$ cat src/rtl/looped_waypoint_interpolator_top_macros.svh
// Assertion macros for the looped waypoint interpolator top level.
`ifndef LOOPED_WAYPOINT_INTERPOLATOR_TOP_MACROS_SVH
`define LOOPED_WAYPOINT_INTERPOLATOR_TOP_MACROS_SVH

// same-cycle implication, disabled in reset
`define LWI_ASSERT_NOW(lbl, ante, cons, msg) \
    lbl: assert property (@(posedge clk) disable iff (!rst_n) (ante) |-> (cons)) \
        else $error(msg);

// next-cycle implication, disabled in reset
`define LWI_ASSERT_NEXT(lbl, ante, cons, msg) \
    lbl: assert property (@(posedge clk) disable iff (!rst_n) (ante) |=> (cons)) \
        else $error(msg);

`endif

$ cat src/rtl/lwi_pkg.sv
// Package: request/response types, codes and controller types for the interpolator.
`timescale 1ns / 1ps

package lwi_pkg;

    localparam int TIME_W = 32;
    localparam int SEG_W  = 4;

    localparam logic [2:0] OP_TICK    = 3'd0;
    localparam logic [2:0] OP_APPEND  = 3'd1;
    localparam logic [2:0] OP_CLEAR   = 3'd2;
    localparam logic [2:0] OP_RESTART = 3'd3;
    localparam logic [2:0] OP_OFFSET  = 3'd4;

    localparam logic [1:0] ST_POS   = 2'd0;
    localparam logic [1:0] ST_SHORT = 2'd1;
    localparam logic [1:0] ST_ACK   = 2'd2;
    localparam logic [1:0] ST_FULL  = 2'd3;

    typedef struct packed {
        logic [2:0]        operation;
        logic [31:0]       delta_time;
        logic signed [31:0] pos_x;
        logic signed [31:0] pos_y;
        logic signed [31:0] pos_z;
        logic [31:0]       segment_time;
    } req_t;

    typedef struct packed {
        logic [1:0]        status;
        logic signed [31:0] out_x;
        logic signed [31:0] out_y;
        logic signed [31:0] out_z;
        logic [3:0]        segment_index;
    } rsp_t;

    typedef enum logic [3:0] {
        S_IDLE,
        S_EXEC,
        S_MOD,
        S_MODF,
        S_WRD,
        S_WCMP,
        S_RDC,
        S_RDN,
        S_LSTART,
        S_LWAIT,
        S_OFS_RD,
        S_OFS_WR
    } state_t;

    typedef enum logic [1:0] {
        SEL_CUR,
        SEL_NXT,
        SEL_OFS
    } sel_t;

    typedef struct packed {
        logic latch;
        logic exec;
        logic tick_init;
        logic mod_step;
        logic mod_fin;
        logic walk_step;
        logic commit;
        logic cap_p;
        logic md_start;
        logic load_tick;
        logic ofs_wr;
        sel_t pt_sel;
    } cmd_t;

    typedef struct packed {
        logic [2:0] op;
        logic       count_ge2;
        logic       count_zero;
        logic       mod_last;
        logic       walk_more;
        logic       ofs_last;
        logic       md_done;
    } sts_t;

endpackage

$ cat src/rtl/lwi_ctrl.sv
// Controller: sequences each request through the datapath and owns the handshakes.
`timescale 1ns / 1ps

module lwi_ctrl (
    input  logic          clk,
    input  logic          rst_n,
    input  logic          req_valid,
    output logic          req_stall,
    output logic          rsp_valid,
    input  logic          rsp_stall,
    input  lwi_pkg::sts_t sts,
    output lwi_pkg::cmd_t cmd
);

    lwi_pkg::state_t state_reg, state_next;
    logic            rsp_valid_reg, rsp_valid_next;
    logic            out_free, is_tick;

    assign out_free = !rsp_valid_reg || !rsp_stall;
    assign is_tick  = (sts.op == lwi_pkg::OP_TICK) && sts.count_ge2;

    always_comb
    begin
        state_next = state_reg;
        unique case (state_reg)
            lwi_pkg::S_IDLE:
            begin
                if (req_valid)
                begin
                    state_next = lwi_pkg::S_EXEC;
                end
            end
            lwi_pkg::S_EXEC:
            begin
                if (out_free)
                begin
                    if (is_tick)
                    begin
                        state_next = lwi_pkg::S_MOD;
                    end
                    else if ((sts.op == lwi_pkg::OP_OFFSET) && !sts.count_zero)
                    begin
                        state_next = lwi_pkg::S_OFS_RD;
                    end
                    else
                    begin
                        state_next = lwi_pkg::S_IDLE;
                    end
                end
            end
            lwi_pkg::S_MOD:
            begin
                if (sts.mod_last)
                begin
                    state_next = lwi_pkg::S_MODF;
                end
            end
            lwi_pkg::S_MODF:   state_next = lwi_pkg::S_WRD;
            lwi_pkg::S_WRD:    state_next = lwi_pkg::S_WCMP;
            lwi_pkg::S_WCMP:   state_next = sts.walk_more ? lwi_pkg::S_WRD : lwi_pkg::S_RDC;
            lwi_pkg::S_RDC:    state_next = lwi_pkg::S_RDN;
            lwi_pkg::S_RDN:    state_next = lwi_pkg::S_LSTART;
            lwi_pkg::S_LSTART: state_next = lwi_pkg::S_LWAIT;
            lwi_pkg::S_LWAIT:
            begin
                if (sts.md_done && out_free)
                begin
                    state_next = lwi_pkg::S_IDLE;
                end
            end
            lwi_pkg::S_OFS_RD: state_next = lwi_pkg::S_OFS_WR;
            lwi_pkg::S_OFS_WR: state_next = sts.ofs_last ? lwi_pkg::S_IDLE : lwi_pkg::S_OFS_RD;
            default:           state_next = lwi_pkg::S_IDLE;
        endcase
    end

    always_comb
    begin
        cmd        = '0;
        cmd.pt_sel = lwi_pkg::SEL_CUR;
        unique case (state_reg)
            lwi_pkg::S_IDLE:   cmd.latch = req_valid;
            lwi_pkg::S_EXEC:
            begin
                cmd.tick_init = out_free && is_tick;
                cmd.exec      = out_free && !is_tick;
            end
            lwi_pkg::S_MOD:    cmd.mod_step = 1'b1;
            lwi_pkg::S_MODF:   cmd.mod_fin = 1'b1;
            lwi_pkg::S_WRD:    cmd.pt_sel = lwi_pkg::SEL_CUR;
            lwi_pkg::S_WCMP:
            begin
                cmd.walk_step = sts.walk_more;
                cmd.commit    = !sts.walk_more;
            end
            lwi_pkg::S_RDC:    cmd.pt_sel = lwi_pkg::SEL_CUR;
            lwi_pkg::S_RDN:
            begin
                cmd.pt_sel = lwi_pkg::SEL_NXT;
                cmd.cap_p  = 1'b1;
            end
            lwi_pkg::S_LSTART: cmd.md_start = 1'b1;
            lwi_pkg::S_LWAIT:  cmd.load_tick = sts.md_done && out_free;
            lwi_pkg::S_OFS_RD: cmd.pt_sel = lwi_pkg::SEL_OFS;
            lwi_pkg::S_OFS_WR:
            begin
                cmd.pt_sel = lwi_pkg::SEL_OFS;
                cmd.ofs_wr = 1'b1;
            end
            default:           cmd.pt_sel = lwi_pkg::SEL_CUR;
        endcase
    end

    assign rsp_valid_next = cmd.exec || cmd.load_tick || (rsp_valid_reg && rsp_stall);

    always_ff @(posedge clk or negedge rst_n)
    begin
        if (!rst_n)
        begin
            state_reg     <= lwi_pkg::S_IDLE;
            rsp_valid_reg <= 1'b0;
        end
        else
        begin
            state_reg     <= state_next;
            rsp_valid_reg <= rsp_valid_next;
        end
    end

    assign req_stall = state_reg != lwi_pkg::S_IDLE;
    assign rsp_valid = rsp_valid_reg;

endmodule

$ cat config.mk
export PLATFORM = sky130hd
export DESIGN_NAME = lwi_ctrl
export DESIGN_NICKNAME = d
export VERILOG_FILES = /design/src/rtl/looped_waypoint_interpolator_top_macros.svh /design/src/rtl/lwi_pkg.sv /design/src/rtl/lwi_ctrl.sv
export SDC_FILE = /design/constraint.sdc
export NUM_CORES = 1
export LEC_CHECK = 0
export BUFFER_PORTS_ARGS = -buffer_cell sky130_fd_sc_hd__buf_2
export CAP_MARGIN = 20
export CELL_PAD_IN_SITES_DETAIL_PLACEMENT = 0
export CELL_PAD_IN_SITES_GLOBAL_PLACEMENT = 1
export CORE_MARGIN = 2
export CORE_UTILIZATION = 29
export CTS_CLUSTER_SIZE = 16
export DETAILED_ROUTE_END_ITERATION = 6
export GPL_TIMING_DRIVEN = 0
export PLACE_DENSITY_LB_ADDON = 0.1
export SETUP_SLACK_MARGIN = 0.15
export SLEW_MARGIN = 20
export SYNTH_ARGS = -nofsm -noshare
export SYNTH_HDL_FRONTEND = slang
export SYNTH_SLANG_ARGS = --single-unit
$ cat constraint.sdc
create_clock -name clk -period 1.5 [get_ports clk]
set_input_delay 0.075 -clock clk [delete_from_list [all_inputs] [get_ports clk]]
set_output_delay 0.075 -clock clk [all_outputs]
set_load 0.02 [all_outputs]
**Yosys cells after proc, flatten, opt, wreduce, memory -nomap -nowiden**

Cells that the tools add are included.

- Eq/ne operators: 16
- Multiplexer cells: 19
- Reduce and logical (&&, ||, !) cells: 19

Operator list:

| cell | number |
|---|---|
| 4-bit case mux with 12 select lines | 1 |
| 4-bit 2-to-1 mux | 7 |
| 4-bit by 3-bit == test with 1-bit output (second input constant) | 4 |
| 4-bit == test (second input constant) | 4 |
| 4-bit by 2-bit == test with 1-bit output (second input constant) | 2 |
| 2-bit != test (second input constant) | 4 |
| 1-bit 2-to-1 mux | 7 |
| 1-bit logical AND | 6 |
| 2-bit 2-to-1 mux | 3 |
| 1-bit zero test | 5 |
| 4-bit by 1-bit == test with 1-bit output (second input constant) | 1 |
| 4-bit zero test | 1 |
| 2-bit case mux with 2 select lines | 1 |
| 4-bit AND reduction | 1 |
| 4-bit nonzero test | 1 |
| 3-bit == test (second input constant) | 1 |
| 3-bit zero test | 1 |
| 1-bit logical OR | 3 |
| 2-bit OR reduction | 1 |

- Register bits: 5
- Bits of input ports: 13
- Output and inout port bits: 15
- Logic and storage cells: 56

**Logic depth before layout (Yosys ltp)**

- Depth after elaboration: 7
- Depth in mapped cells: 5
- Mapped depth without buffers: 4

**Worst setup path after synthesis**

OpenSTA, ideal clock, no wires.

- Path kind: register to output
- From: register state_reg[2]
- To: output port cmd[12] (netlist name)
- Data arrival time: 1.249 ns
- Required time: 1.425 ns
- Slack: 0.176 ns
- Stages on the path, launching flop included: 3
- Path buffers: 1
- Cell sequence: dfrtp_1 -> buf_4 -> nor4_1

RTL lines:

| element | RTL line | source |
|---|---|---|
| start, declared | lwi_ctrl.sv:15 | `lwi_pkg::state_t state_reg, state_next;` |
| start signal, assigned | lwi_ctrl.sv:120 | `state_reg <= lwi_pkg::S_IDLE;` |
| start signal, assigned | lwi_ctrl.sv:125 | `state_reg <= state_next;` |
| end, declared | lwi_ctrl.sv:12 | `output lwi_pkg::cmd_t cmd` |

==> metrics.txt <==
# TYPE chip_impl_metric gauge
chip_impl_metric{name="gp_routability_congestion",unit=""} 0.734
chip_impl_metric{name="skew",unit="ps"} 2.75
chip_impl_metric{name="clkSinkCount",unit=""} 5
chip_impl_metric{name="post-route-cell-area",unit="sq um"} 991
chip_impl_metric{name="timing.final.max_slew_violations",unit=""} 0
chip_impl_metric{name="rows",unit=""} 15
chip_impl_metric{name="worst-r2r-cell-count",unit=""} 6
chip_impl_metric{name="postRouteAntennaNets",unit=""} 0
chip_impl_metric{name="post_synthesis_net_count",unit=""} 78
chip_impl_metric{name="drc",unit=""} 0
chip_impl_metric{name="cts.clk_slew.worst_paths",unit="ps"} 40
chip_impl_metric{name="final_net_count",unit=""} 128
chip_impl_info{name="rsz0062_at_grt",value="yes"} 1
chip_impl_metric{name="p_leak",unit="nW"} 0.478
chip_impl_info{name="synth_commonest_cells",value="sky130_fd_sc_hd__nand2_1, sky130_fd_sc_hd__nand2b_1, sky130_fd_sc_hd__nor2_1"} 1
chip_impl_info{name="post-synth-top-count-cell",value="sky130_fd_sc_hd__nand2_1"} 1
chip_impl_metric{name="r2r_slack",unit="ps"} 10
chip_impl_metric{name="floorplan.initialDensity",unit="%"} 30.4
chip_impl_metric{name="post_layout_min_period",unit="ps"} 1520
chip_impl_metric{name="die_w",unit="um"} 46.3
chip_impl_info{name="tritoncts",value="built"} 1
chip_impl_metric{name="grt_pass1_vias",unit=""} 590
chip_impl_metric{name="slew_headroom",unit="%"} 78.6
chip_impl_metric{name="regArea",unit="sq um"} 126
chip_impl_metric{name="p_total",unit="mW"} 1.89
chip_impl_metric{name="seq_area_frac_synth",unit="%"} 24.1
chip_impl_metric{name="final-setup-viol-count",unit=""} 1
chip_impl_metric{name="summed_instance_area_of_the_synthesized_netlist",unit="sq um"} 519
chip_impl_metric{name="groute.usage.overall",unit="%"} 18.9
chip_impl_metric{name="design.portCount",unit=""} 28
chip_impl_metric{name="async_flop_share",unit="%"} 100
chip_impl_metric{name="vias_per_cell",unit=""} 4.75
chip_impl_metric{name="synth_edf_count",unit=""} 0
chip_impl_metric{name="crit_fanout",unit=""} 4
chip_impl_metric{name="synth_area_per_cell",unit="sq um"} 7.99
chip_impl_info{name="synthFlopType",value="sky130_fd_sc_hd__dfrtp_1"} 1
chip_impl_metric{name="htreeDepth",unit=""} 1
chip_impl_metric{name="detailed_place.area",unit="sq um"} 686
chip_impl_metric{name="crit_arrival",unit="ps"} 1450
chip_impl_metric{name="max_freq",unit="GHz"} 0.658
chip_impl_metric{name="die_area",unit="sq mm"} 0.00215
chip_impl_metric{name="drt_pass1_iterations",unit=""} 4
chip_impl_info{name="run_status",value="finished, violations left"} 1
chip_impl_info{name="crit_type",value="flip-flop to output pin"} 1
chip_impl_metric{name="gr-total-overflow",unit=""} 0
chip_impl_info{name="r2r-end",value="state_reg[3]$_DFFE_PN0P_"} 1
chip_impl_metric{name="setup_slack",unit="ps"} -20.9
chip_impl_metric{name="synthDominantCellAreaShare",unit="%"} 24.1
chip_impl_metric{name="peakVddDrop",unit="mV"} 1.03
chip_impl_info{name="violations",value="negative setup slack"} 1
chip_impl_metric{name="nFillCells",unit=""} 168
chip_impl_metric{name="hpwl",unit="um"} 1120
chip_impl_metric{name="final-hold-violation-count",unit=""} 0
chip_impl_info{name="r2r-start",value="state_reg[3]$_DFFE_PN0P_"} 1
chip_impl_metric{name="dr.first_iter.drc_count",unit=""} 9
chip_impl_metric{name="grt_start_max_net_pins",unit=""} 9
chip_impl_metric{name="die_h",unit="um"} 46.3
chip_impl_metric{name="cts_made_buffers",unit=""} 3
chip_impl_info{name="cp-end-kind",value="output pin"} 1
chip_impl_metric{name="finalCritPeriodShare",unit="%"} 101
chip_impl_metric{name="synth_cell_types",unit=""} 30
chip_impl_metric{name="place.port_buffers",unit=""} 27
chip_impl_info{name="worst_setup_endpoint",value="cmd[5]"} 1
chip_impl_metric{name="final-instance-count-excl-fill",unit=""} 139
chip_impl_info{name="clk_root_buffer_cell",value="sky130_fd_sc_hd__clkbuf_4"} 1
chip_impl_metric{name="wire_length_of_the_first_global_routing_pass",unit="um"} 2760
chip_impl_metric{name="largest_reg_flops",unit=""} 4
chip_impl_metric{name="placeableCoreArea",unit="sq mm"} 0.00171
chip_impl_metric{name="timing.max_cap.violations",unit=""} 0
chip_impl_metric{name="syn2layout_area_growth",unit="%"} 90.8
chip_impl_metric{name="grt_antenna_before_repair",unit=""} 0
chip_impl_metric{name="routed-via-count",unit=""} 660
chip_impl_metric{name="final.setup.tns",unit="ps"} -20.9
chip_impl_metric{name="powerDensity",unit="mW/mm^2"} 1900
chip_impl_info{name="synthDominantAreaCellType",value="sky130_fd_sc_hd__dfrtp_1"} 1
chip_impl_metric{name="area_of_combinational_cells_with_multiple_inputs",unit="sq um"} 413
chip_impl_metric{name="critical_path_required",unit="ps"} 1420
chip_impl_metric{name="wl_per_cell",unit="um"} 13.1
chip_impl_metric{name="route.final.wire_length",unit="um"} 1820
chip_impl_metric{name="clockBufferDepth",unit=""} 2
chip_impl_metric{name="dp_slack",unit="ps"} 153
chip_impl_metric{name="tightestPinTransition",unit="ps"} 319
chip_impl_metric{name="syn_inst",unit=""} 65
chip_impl_metric{name="diodes",unit=""} 0
chip_impl_metric{name="placedCellCount",unit=""} 117
chip_impl_info{name="cp-startpoint",value="state_reg[3]$_DFFE_PN0P_"} 1
chip_impl_info{name="hp-class",value="input pin to flip-flop"} 1
chip_impl_info{name="post_synth_main_area_contributors",value="sky130_fd_sc_hd__dfrtp_1, sky130_fd_sc_hd__nand2b_1, sky130_fd_sc_hd__buf_4, sky130_fd_sc_hd__nand2_1, sky130_fd_sc_hd__nor2_1"} 1
chip_impl_info{name="startpoint_type_of_the_worst_setup_path",value="flip-flop"} 1
chip_impl_metric{name="clock_latency",unit="ps"} 250
chip_impl_metric{name="postSynthRegisterBits",unit=""} 5
chip_impl_metric{name="yosysWarningCount",unit=""} 0
chip_impl_metric{name="drive_gt1_share",unit="%"} 61.4
cells by family (layout without fill, tap and decap cells):
kind of cell / after synthesis / count (layout) / synth area share, %
and+or+nand+nor: 42 / 42 / 50.1
AOI/OAI and AO/OA: 11 / 11 / 15.4
buffers and inverters: 6 / 55 / 8.67
DFF: 5 / 5 / 24.1
xor gates and xnor gates: 1 / 1 / 1.69
critical path, stage by stage (launching register included):
cell and delay, ps:
sky130_fd_sc_hd__dfrtp_1 410, sky130_fd_sc_hd__buf_6 150, sky130_fd_sc_hd__buf_4 140, sky130_fd_sc_hd__nand2b_4 160, sky130_fd_sc_hd__nor2_4 120, sky130_fd_sc_hd__buf_6 110
sky130_fd_sc_hd__buf_6 100
worst min path at each step:
stage,depth (start not counted),startpoint,to
4_1_cts,3,sts[3],state_reg[1]$_DFFE_PN0P_
3_5_place_dp,1,rst_n,state_reg[1]$_DFFE_PN0P_
2_1_floorplan,0,rst_n,rsp_valid$_DFF_PN0_
3_3_place_gp,1,rst_n,state_reg[1]$_DFFE_PN0P_
5_1_grt,3,sts[3],state_reg[1]$_DFFE_PN0P_
6_report,3,sts[3],state_reg[1]$_DFFE_PN0P_
stage by stage:
step	util [%]	hold WS, ps
global route	58.0	151
finish	58.0	118
detailed placement	40.1	-107
floorplan	-	-221
CTS	52.0	109
global placement	40.1	-109
what timing repair did:
item / CTS / global route
endpoints found under the setup margin: 14 / 17
gates resized for setup: 15 / 21
hold buffers: 1 / 0
pin swaps: 5 / 10
setup buffers: 13 / 3
endpoints found under the hold margin: 5 / 0
gates cloned: 1 / 0
area by class of cell:
cell class | count | share of cell area [%]
multi-input combinational | 54 | 41.7
timing repair buffer | 45 | 33.7
sequential | 5 | 12.8
buffer | 5 | 5.68
tap | 25 | 3.16
clock buffer | 4 | 2.65
inverter | 1 | 0.379
report_power, final:
group / internal [mW] / switching (mW)
combinational: 0.764 / 0.713
sequential: 0.199 / 0.0504
clock: 0.101 / 0.0598
per-layer routing:
metal  routed length (um)  vias up  GRT usage [%]
met5                    0        -              0
met4                   14        0           6.86
met3                   85        2           5.88
met2                  969       22           27.5
met1                  754      309           25.8
li1                     -      327              -
cells in the final DEF (no fill, tap or decap), types with 3 or more instances in the layout:
master,count
sky130_fd_sc_hd__clkbuf_4,3
sky130_fd_sc_hd__buf_2,18
sky130_fd_sc_hd__nor2_1,7
sky130_fd_sc_hd__buf_6,12
sky130_fd_sc_hd__nand2b_1,5
sky130_fd_sc_hd__dfrtp_1,4
sky130_fd_sc_hd__nor3_2,3
sky130_fd_sc_hd__buf_4,18
sky130_fd_sc_hd__nand2_1,7
Power figures use the tool's default switching activity.
